### src/rtl/core/swpb_pkg.sv
`timescale 1ns / 1ps

package swpb_pkg;

    localparam int unsigned PKT_MAX_BYTES = 11;

    localparam logic [7:0] SYNC_BYTE    = 8'hFF;
    localparam logic [7:0] OPCODE_WRITE = 8'h03;

    localparam logic [3:0] KIND_MOVE         = 4'd0;
    localparam logic [3:0] KIND_MOVE_TO      = 4'd1;
    localparam logic [3:0] KIND_SPEED        = 4'd2;
    localparam logic [3:0] KIND_CW_LIMIT     = 4'd3;
    localparam logic [3:0] KIND_CCW_LIMIT    = 4'd4;
    localparam logic [3:0] KIND_TORQUE_LIMIT = 4'd5;
    localparam logic [3:0] KIND_MAX_TORQUE   = 4'd6;
    localparam logic [3:0] KIND_LED          = 4'd7;
    localparam logic [3:0] KIND_BAUD         = 4'd8;

    typedef logic [7:0] t_byte;
    typedef t_byte t_pkt [PKT_MAX_BYTES];
    typedef logic [3:0] t_pkt_idx;

    function automatic t_byte kind_addr(input logic [3:0] kind);
        t_byte addr;
        case (kind)
            KIND_MOVE:         addr = 8'h1E;
            KIND_MOVE_TO:      addr = 8'h1E;
            KIND_SPEED:        addr = 8'h20;
            KIND_CW_LIMIT:     addr = 8'h06;
            KIND_CCW_LIMIT:    addr = 8'h08;
            KIND_TORQUE_LIMIT: addr = 8'h22;
            KIND_MAX_TORQUE:   addr = 8'h0E;
            KIND_LED:          addr = 8'h19;
            KIND_BAUD:         addr = 8'h04;
            default:           addr = 8'h00;
        endcase
        return addr;
    endfunction

endpackage

### src/rtl/core/servo_write_packet_builder_core.sv
`timescale 1ns / 1ps
// Servo write-packet builder.
// Input channel: i_in_valid / o_in_stall carry one command item (kind, servo id,
// position, speed, setting word). Output channel: o_out_valid / i_out_stall carry
// one packet byte per item, with o_last_byte high on the closing checksum byte.
// An accepted command is assembled into a packet register, from which its bytes
// move one at a time into the output register. The byte serializer sends one
// byte per cycle while the output is not stalled: a packet has 11 bytes for
// goal position with speed, 9 for the other word commands and 8 for LED and
// baud. The next command is taken in the cycle the checksum byte moves into
// the output register, so packets stream back to back with no gap.
// Commands with an undefined kind are accepted, produce no bytes and leave
// o_in_stall low. While o_out_valid and i_out_stall are high the output byte
// holds and the serializer pauses; o_in_stall stays high until the checksum
// byte has moved into the output register. Synchronous active-low reset marks
// the packet register and output stage empty; nothing is in flight afterwards.
module servo_write_packet_builder_core (
    input  logic       i_clk,
    input  logic       i_rst_n,
    input  logic       i_in_valid,
    output logic       o_in_stall,
    input  logic [3:0] i_kind,
    input  logic [7:0] i_servo_id,
    input  logic [15:0] i_goal_position,
    input  logic [15:0] i_moving_speed,
    input  logic [15:0] i_setting_value,
    output logic       o_out_valid,
    input  logic       i_out_stall,
    output logic [7:0] o_packet_byte,
    output logic       o_last_byte
);

    swpb_pkg::t_pkt     r_pkt;
    swpb_pkg::t_pkt     n_pkt;
    swpb_pkg::t_pkt_idx r_last_idx;
    swpb_pkg::t_pkt_idx n_last_idx;
    swpb_pkg::t_pkt_idx r_idx;
    logic               r_busy;
    logic               n_kind_ok;
    logic               r_out_valid;
    logic [7:0]         r_out_byte;
    logic               r_out_last;

    logic out_load;
    logic pkt_done;
    logic in_acc;

    assign out_load   = r_busy && (!r_out_valid || !i_out_stall);
    assign pkt_done   = out_load && (r_idx == r_last_idx);
    assign o_in_stall = r_busy && !pkt_done;
    assign in_acc     = i_in_valid && !o_in_stall;

    always_comb begin
        logic [7:0] d0;
        logic [7:0] d1;
        logic [7:0] d2;
        logic [7:0] d3;
        logic [2:0] ndata;
        logic [7:0] len;
        logic [7:0] addr;
        logic [7:0] sum;
        d0        = 8'h00;
        d1        = 8'h00;
        d2        = 8'h00;
        d3        = 8'h00;
        ndata     = 3'd2;
        n_kind_ok = 1'b1;
        case (i_kind)
            swpb_pkg::KIND_MOVE: begin
                d0    = i_goal_position[7:0];
                d1    = i_goal_position[15:8];
                d2    = i_moving_speed[7:0];
                d3    = i_moving_speed[15:8];
                ndata = 3'd4;
            end
            swpb_pkg::KIND_MOVE_TO: begin
                d0 = i_goal_position[7:0];
                d1 = i_goal_position[15:8];
            end
            swpb_pkg::KIND_SPEED: begin
                d0 = i_moving_speed[7:0];
                d1 = i_moving_speed[15:8];
            end
            swpb_pkg::KIND_CW_LIMIT, swpb_pkg::KIND_CCW_LIMIT,
            swpb_pkg::KIND_TORQUE_LIMIT, swpb_pkg::KIND_MAX_TORQUE: begin
                d0 = i_setting_value[7:0];
                d1 = i_setting_value[15:8];
            end
            swpb_pkg::KIND_LED, swpb_pkg::KIND_BAUD: begin
                d0    = i_setting_value[7:0];
                ndata = 3'd1;
            end
            default: begin
                n_kind_ok = 1'b0;
            end
        endcase
        len  = {5'd0, ndata} + 8'd3;
        addr = swpb_pkg::kind_addr(i_kind);
        sum  = i_servo_id + len + swpb_pkg::OPCODE_WRITE + addr + d0 + d1 + d2 + d3;

        n_pkt[0]  = swpb_pkg::SYNC_BYTE;
        n_pkt[1]  = swpb_pkg::SYNC_BYTE;
        n_pkt[2]  = i_servo_id;
        n_pkt[3]  = len;
        n_pkt[4]  = swpb_pkg::OPCODE_WRITE;
        n_pkt[5]  = addr;
        n_pkt[6]  = d0;
        n_pkt[7]  = d1;
        n_pkt[8]  = d2;
        n_pkt[9]  = d3;
        n_pkt[10] = 8'h00;
        n_last_idx = 4'd6 + {1'b0, ndata};
        n_pkt[n_last_idx] = ~sum;
    end

    always_ff @(posedge i_clk) begin
        if (in_acc) begin
            r_pkt      <= n_pkt;
            r_last_idx <= n_last_idx;
        end
    end

    always_ff @(posedge i_clk) begin
        if (!i_rst_n) begin
            r_busy <= 1'b0;
            r_idx  <= '0;
        end else if (in_acc) begin
            r_busy <= n_kind_ok;
            r_idx  <= '0;
        end else if (out_load) begin
            if (pkt_done) begin
                r_busy <= 1'b0;
            end
            r_idx <= r_idx + 4'd1;
        end
    end

    always_ff @(posedge i_clk) begin
        if (!i_rst_n) begin
            r_out_valid <= 1'b0;
        end else if (out_load) begin
            r_out_valid <= 1'b1;
        end else if (!i_out_stall) begin
            r_out_valid <= 1'b0;
        end
    end

    always_ff @(posedge i_clk) begin
        if (out_load) begin
            r_out_byte <= r_pkt[r_idx];
            r_out_last <= (r_idx == r_last_idx);
        end
    end

    assign o_out_valid   = r_out_valid;
    assign o_packet_byte = r_out_byte;
    assign o_last_byte   = r_out_last;

endmodule

### config.mk
export PLATFORM = sky130hd
export DESIGN_NAME = servo_write_packet_builder_core
export DESIGN_NICKNAME = d
export VERILOG_FILES = /design/src/rtl/core/swpb_pkg.sv /design/src/rtl/core/servo_write_packet_builder_core.sv
export SDC_FILE = /design/constraint.sdc
export NUM_CORES = 1
export LEC_CHECK = 0
export BUFFER_PORTS_ARGS = -buffer_cell sky130_fd_sc_hd__buf_2
export CORE_MARGIN = 2
export CORE_UTILIZATION = 50
export DETAILED_ROUTE_END_ITERATION = 7
export PLACE_DENSITY = 0.7
export SYNTH_ARGS = -nofsm -noshare
export SYNTH_HDL_FRONTEND = slang
export SYNTH_SLANG_ARGS = --single-unit
### constraint.sdc
create_clock -name i_clk -period 23.9 [get_ports i_clk]
set_input_delay 7.17 -clock i_clk [delete_from_list [all_inputs] [get_ports i_clk]]
set_output_delay 7.17 -clock i_clk [all_outputs]
set_load 0.02 [all_outputs]
==> summary.md, run 1 <==
| Metric | Value |
|---|---|
| Total of flip-flops plus latches after synthesis | 107 |
| Async set-or-reset flop fraction in the synthesized netlist | 0% |
| Initial antenna violation count | 0 |
| Status | completed |
| Worst hold slack | 0.5144 ns |
| # port buffers | 74 |
| CTS max path bufs | 2 |
| HP Class | reg -> reg |
| Placeable core region | 0.01186 sq mm |
| Post-layout utilization of the core | 57.82% |
| Number of clock buffers inserted by TritonCTS | 9 |
| Maximum resistive drop on vdd | 0.04277 mV |
| Final design instance area without fill | 0.006858 sq mm |
| Highest fanout seen on the critical path | 3 |
| Final routed DRC violation total | 0 |
| Clock slew at the register clock pins of the worst setup and hold paths | 0.08 ns |
| First-pass GRT wire length | 20640 um |
| Signal arrival time at the worst endpoint | 7.71 ns |
| Lkg Pwr | 2.883 nW |
| Count of flip-flops with a built-in enable after synthesis | 101 |
| Net load switching power | 0.1652 mW |
| Vias after detailed routing | 3865 |
| Comb pwr share | 29.8% |
| End point of the worst hold path | o_out_valid |
| Row count | 40 |
| Distinct cells, synth | 47 |
| Register share of total power | 44.5% |
| Detailed Routing Iterations Pass 1 | 6 |
| Fillers | 969 |
| Fraction of the cycle the final worst path needs | 62.24% |
| Worst setup path class | in -> out |
| Unrepaired setup endpoints after global routing | false |
| Count of antenna diodes in the layout | 0 |
| Floorplan die width | 113.6 um |
| Summed instance area of the synthesized netlist | 0.006005 sq mm |
| Fraction of the yosys area taken by sequential cells | 52.51% |
| Maximum Capacitance Violations | 0 |
| Post-cts sizing count | 0 |
| HP Start | r_busy |
| Average detailed-routed wire length per instance | 18.27 um |
| Switching part of the total | 30.70% |
| Final weighted congestion in routability-driven placement | 0.8960 |
| Count of nets after finishing | 667 |
| Clock tree root buffer cell | clkbuf_16 |
| Post-CTS Repair Setup Buffers | 0 |
| Clock skew | 0.009938 ns |
| Top achievable clock speed | 67.22 MHz |
| R2R Path Start | r_idx[1] |
| Dpl hpwl | 9465 um |
| 1st-iter DRT viols | 327 |
| Slew @ Worst Pin | 1.165 ns |
| Starting Density | 50.62% |
| Final Hold Violating Endpoints | 0 |
| Number of global-route vias before repair | 4008 |
| Instance count of the mapped netlist | 465 |
| Power per cell area | 78.47 mW/mm^2 |
| Clock tree from TritonCTS | yes |
| Source-to-sink clock delay at the later pin of the worst-skew pair | 0.35 ns |
| Total global routing track utilization | 21.29% |
| Internal power | 0.3729 mW |
| Height of the chip | 113.6 um |
| Prevailing post-synth register cell | edfxtp_1 |
| Number of nets with antenna violations after routing | 0 |
| Setup TNS Final | 0 ns |
| Die ar. | 0.01290 sq mm |
| Tot Pwr | 0.5381 mW |
| Final min period | 14.88 ns |
| Clock network fraction of design power | 25.7% |
| Area grow syn2layout | 14.21% |
| Number of cell instances on the worst register-to-register path | 8 |
| Worst Hold Depth | 2 |
| Max-slew violation total from the final report | 0 |
| Total gr overflow | 0 |
| Proportion of layout cells with a drive suffix above 1 | 21.29% |
| Count of hold buffers inserted by post-cts repair | 0 |
| Total routed wirelength | 12900 um |
| RR Endpoint | r_idx[2] |
| Category of the worst setup path launch point | primary input |
| Capturing element type of the critical path | primary output |
| Required time of the critical path | 16.73 ns |
| H-tree depth reported by CTS | 3 |
| Number of top-level pins | 75 |
| Number of warnings reported in the yosys synthesis log | 0 |
| Via count normalized by instance count | 5.475 |
| Relative slew slack | 22.32% |
| Number of clock sinks | 107 |
| Largest net degree at the start of global routing | 94 |
| Mean post-synth cell area | 12.91 sq um |
| Placed instance area | 0.006581 sq mm |
| Setup-violating endpoint count in the final report | 0 |
| Flop2flop setup slack | 20.60 ns |
## cells in the mapped netlist, types with 9 or more instances
cell	number	area [sq um]
a21oi_1	9	45.04
a222oi_1	14	140.1
and3_1	15	93.84
clkbuf_1	24	90.09
edfxtp_1	101	3033
fa_1	29	580.6
ha_1	20	250.2
inv_1	70	262.8
mux2i_1	15	150.1
mux4_2	16	360.4
nand2_1	22	82.58
nor2_1	20	75.07
o21ai_0	15	75.07
xnor2_1	11	96.34
xor2_1	10	87.58
## placed cells by master, fill, tap and decap left out, types with 3 or more instances in the layout
cell type,n
buf_4,4
edfxtp_1,101
nand2_1,22
fa_1,29
o21bai_1,3
nor2_1,20
and3_1,15
nor2b_1,4
buf_2,74
clkbuf_16,9
inv_6,3
ha_1,20
mux4_2,16
inv_1,70
o21ai_0,15
xor2_1,10
dfxtp_1,5
o22ai_1,8
a21boi_0,3
mux2i_1,15
conb_1,34
xnor2_1,11
a21oi_1,9
a222oi_1,14
o211ai_1,8
## area by class of cell
class	count	area [sq um]	share of cell area (%)
Timing Repair Buffer	78	400.4	5.838
Inverter	72	270.3	3.941
Clock inverter	7	51.30	0.7480
Sequential cell	107	3154	46.00
Clock buffer	9	225.2	3.284
Tap cell	147	183.9	2.682
Multi-Input combinational cell	286	2572	37.51
## kinds of logic (layout without fill, tap and decap cells)
family                   after synthesis  after routing  synth area share (%)
flip-flops                           107            107                 52.51
buffers and inverters                104            166                 6.689
AND/OR/NAND/NOR                       77             77                 6.397
AO/OA/AOI/OAI                         74             74                 8.877
adder cells (fa/ha/maj)               49             49                 13.84
multiplexers                          31             31                 8.502
XOR/XNOR                              21             21                 3.063
other                                  2             34                0.1251
## worst max path at each step
stage / startpoint / end / slack [ns] / cells past startpoint
6_report: i_out_stall / o_in_stall / 9.02 / 6
3_3_place_gp: i_out_stall / o_in_stall / 9.05 / 6
4_1_cts: i_out_stall / o_in_stall / 9.02 / 6
5_1_grt: i_out_stall / o_in_stall / 8.95 / 6
3_5_place_dp: i_out_stall / o_in_stall / 9.02 / 6
2_1_floorplan: i_out_stall / o_in_stall / 9.25 / 4
## power groups by stage
stage,clock (mW),combinational (mW),sequential (mW)
2_1_floorplan,0,0.119,0.243
3_3_place_gp,0,0.153,0.242
3_5_place_dp,0,0.160,0.244
4_1_cts,0.141,0.160,0.240
5_1_grt,0.148,0.181,0.241
6_report,0.138,0.160,0.240
## through the flow
stage | cells | setup WS, ns
final | 706 | 9.024
after global routing | 706 | 8.950
after CTS | 706 | 9.019
after detailed placement | 690 | 9.022
after global placement | 690 | 9.054
after floorplan | 497 | 9.249
## worst max-delay path: stages
cell and delay [ns]:
buf_2 0.11, nand2_1 0.07, nand2_1 0.05, nand2_1 0.12
inv_1 0.04, buf_2 0.15
## layer usage
| layer | GRT usage, % | routed length, um | vias up |
|---|---|---|---|
| met5 | 0 | 0 | - |
| li1 | - | - | 1798 |
| met2 | 33.37 | 6178 | 152 |
| met3 | 3.879 | 890 | 30 |
| met4 | 10.16 | 387 | 0 |
| met1 | 29.14 | 5441 | 1885 |
## state kept, by name, summed over array words and instances, names as in the netlist
register and cells:
r_last_idx 4, r_pkt 88, r_busy 1, o_packet_byte 8, o_last_byte 1, o_out_valid 1, r_idx 4
No activity file was read; power rests on OpenSTA's default activity.
==> run 2, diff against run 1 <==
- clock period: 23.9 -> 14.1 ns (I/O delays scaled with it)
==> summary.md, run 2 (synthesis gave the netlist of run 1 again) <==
| Metric | Value |
|---|---|
| Slowest cell delay on critical path | 0.94 ns (was 0.15 ns) |
| Number of top-level pins | 75 (unchanged) |
| Signal arrival time at the worst endpoint | 10.50 ns (was 7.71 ns) |
| Total routed wirelength | 12990 um (was 12900 um) |
| Count of hold buffers inserted by post-cts repair | 0 (unchanged) |
| Critical path buffers and inverters | 5 (was 3) |
| Lkg Pwr | 2.890 nW (was 2.883 nW) |
| Final min period | 10.42 ns |
| Cell Chain, Critical Path | buf_2, nor2_1, and2_0, a222oi_1, fa_1, inv_1, fa_1, fa_1, inv_1, fa_1, inv_1, ha_1, inv_1, fa_1, nor2b_1, o31ai_1, a21oi_1, xnor2_1, xnor2_1, xor2_1, o21ai_2 (was buf_2, nand2_1, nand2_1, nand2_1, inv_1, buf_2) |
| Largest reg by FF count | r_pkt (unchanged) |
| Via count normalized by instance count | 5.503 (was 5.475) |
| Largest net degree at the start of global routing | 94 (unchanged) |
| # port buffers | 74 (unchanged) |
| Most frequent cell on the critical path | fa_1 (was nand2_1) |
| Placed instance area | 0.006566 sq mm (was 0.006581 sq mm) |
| Detailed Routing Iterations Pass 1 | 6 (unchanged) |
| Clock skew | 0.01158 ns (was 0.009938 ns) |
| Setup-violating endpoint count in the final report | 0 (unchanged) |
| Capturing element type of the critical path | register (was primary output) |
| HP Class | reg -> reg (unchanged) |
| Maximum resistive drop on vdd | 0.05328 mV (was 0.04277 mV) |
| Count of antenna diodes in the layout | 0 (unchanged) |
| Status | completed (unchanged) |
| Setup TNS Final | 0 ns (unchanged) |
| Placeable core region | 0.01186 sq mm (unchanged) |
| Final weighted congestion in routability-driven placement | 0.9317 (was 0.8960) |
| Power per cell area | 137.8 mW/mm^2 (was 78.47 mW/mm^2) |
| H-tree depth reported by CTS | 3 (unchanged) |
| Source-to-sink clock delay at the later pin of the worst-skew pair | 0.34 ns (was 0.35 ns) |
| Most frequent cells in the layout | 101 x edfxtp_1, 74 x buf_2, 70 x inv_1 (unchanged) |
| Fraction of the cycle the final worst path needs | 73.93% |
| Number of clock sinks | 107 (unchanged) |
| Dpl hpwl | 9590 um (was 9465 um) |
| Floorplan die width | 113.6 um (unchanged) |
| Number of nets with antenna violations after routing | 0 (unchanged) |
| Number of global-route vias before repair | 3933 (was 4008) |
| Post-CTS Repair Setup Buffers | 0 (unchanged) |
| Top delay family on crit path | adder cells (was buffers and inverters) |
| Total gr overflow | 0 (unchanged) |
| Number of clock buffers inserted by TritonCTS | 9 (unchanged) |
| Starting Density | 50.62% (unchanged) |
| Critical-path cell with the highest stage delay | and2_0 (was buf_2) |
| Count of nets after finishing | 665 (was 667) |
| Area grow syn2layout | 14.65% (was 14.21%) |
| First-pass GRT wire length | 20690 um (was 20640 um) |
| Initial antenna violation count | 0 (unchanged) |
| Row count | 40 (unchanged) |
| Height of the chip | 113.6 um (unchanged) |
| Average detailed-routed wire length per instance | 18.45 um (was 18.27 um) |
| Leading cell type in the layout, fill and taps excluded | edfxtp_1 (unchanged) |
| Clock tree root buffer cell | clkbuf_16 (unchanged) |
| 1st-iter DRT viols | 480 (was 327) |
| Category of the worst setup path launch point | primary input (unchanged) |
| Proportion of layout cells with a drive suffix above 1 | 20.65% (was 21.29%) |
| Relative slew slack | 21.25% (was 22.32%) |
| Maximum Capacitance Violations | 0 (unchanged) |
| Final design instance area without fill | 0.006884 sq mm (was 0.006858 sq mm) |
| Vias after detailed routing | 3874 (was 3865) |
| Slew @ Worst Pin | 1.181 ns (was 1.165 ns) |
| Final routed DRC violation total | 0 (unchanged) |
| Worst setup path class | in -> reg (was in -> out) |
| Die ar. | 0.01290 sq mm (unchanged) |
| Clock slew at the register clock pins of the worst setup and hold paths | 0.07 ns (was 0.08 ns) |
| Required time of the critical path | 14.18 ns (was 16.73 ns) |
| Flip-flop count of the largest register, all copies and words added | 88 (unchanged) |
| Unrepaired setup endpoints after global routing | false (unchanged) |
| CTS max path bufs | 2 (unchanged) |
| Flop2flop setup slack | 11.06 ns (was 20.60 ns) |
| Top achievable clock speed | 95.93 MHz |
| Post-cts sizing count | 0 (unchanged) |
| Total global routing track utilization | 21.17% (was 21.29%) |
| Final Hold Violating Endpoints | 0 (unchanged) |
| Clock tree from TritonCTS | yes (unchanged) |
| Max-slew violation total from the final report | 0 (unchanged) |
| Highest fanout seen on the critical path | 18 (was 3) |
-- run 2: cell count changes in the layout (fill, tap and decap cells not counted), sizes merged --
cell      change
bufinv        +2
inv           -2
clkbuf        +2
buf           -2
clkinvlp      -1
clkinv        -1
-- run 2: power by group --
group / switching [mW] / internal, mW / total, mW
registers: 0.00853 / 0.397 / 0.405
logic: 0.163 / 0.114 / 0.277
clock network: 0.109 / 0.157 / 0.266
total: 0.281 / 0.668 / 0.948
-- run 2: layer usage --
layer  vias to the layer above  global-route usage [%]  wire length [um]
met5                         -                       0                 0
met4                         0                   6.911               317
met3                        26                   3.985               786
met2                       160                   33.49              6119
met1                      1893                   30.00              5767
li1                       1795                       -                 -
-- run 2: tightest hold or removal path: cells and delay by family, from the launching register on --
| kind | cells | cell delay [ns] |
|---|---|---|
| DFF | 1 | 0.33 |
| and+or+nand+nor | 1 | 0.05 |
| AOI/OAI and AO/OA | 1 | 0.11 |
-- run 2: final cells by class --
type	count	area (sq um)
Clock buffer	11	232.7
Clock inverter	5	85.08
Sequential cell	107	3154
Multi-Input combinational cell	286	2572
Timing Repair Buffer	76	385.4
Tap cell	147	183.9
Inverter	72	270.3
Fill cell	979	4977
-- run 2: metrics by stage --
stage	cells	hold WS (ns)	total power [mW]	worst slack, ns	util (%)
global placement	688	0.4859	0.6746	3.701	55.36
finish	704	0.5403	0.9483	3.676	58.04
global route	704	0.5629	1.001	3.237	58.04
CTS	704	0.5423	0.9529	3.819	58.04
floorplan	497	0.4719	0.6141	4.536	-
detailed placement	688	0.5278	0.6864	3.475	55.36
-- run 2: final timing paths --
path,start,end,cells after the start
max reg2reg,r_idx[1],r_idx[1],7
min reg2reg,r_busy,o_out_valid,2
min,r_busy,o_out_valid,2
max,i_kind[3],r_pkt[23],21
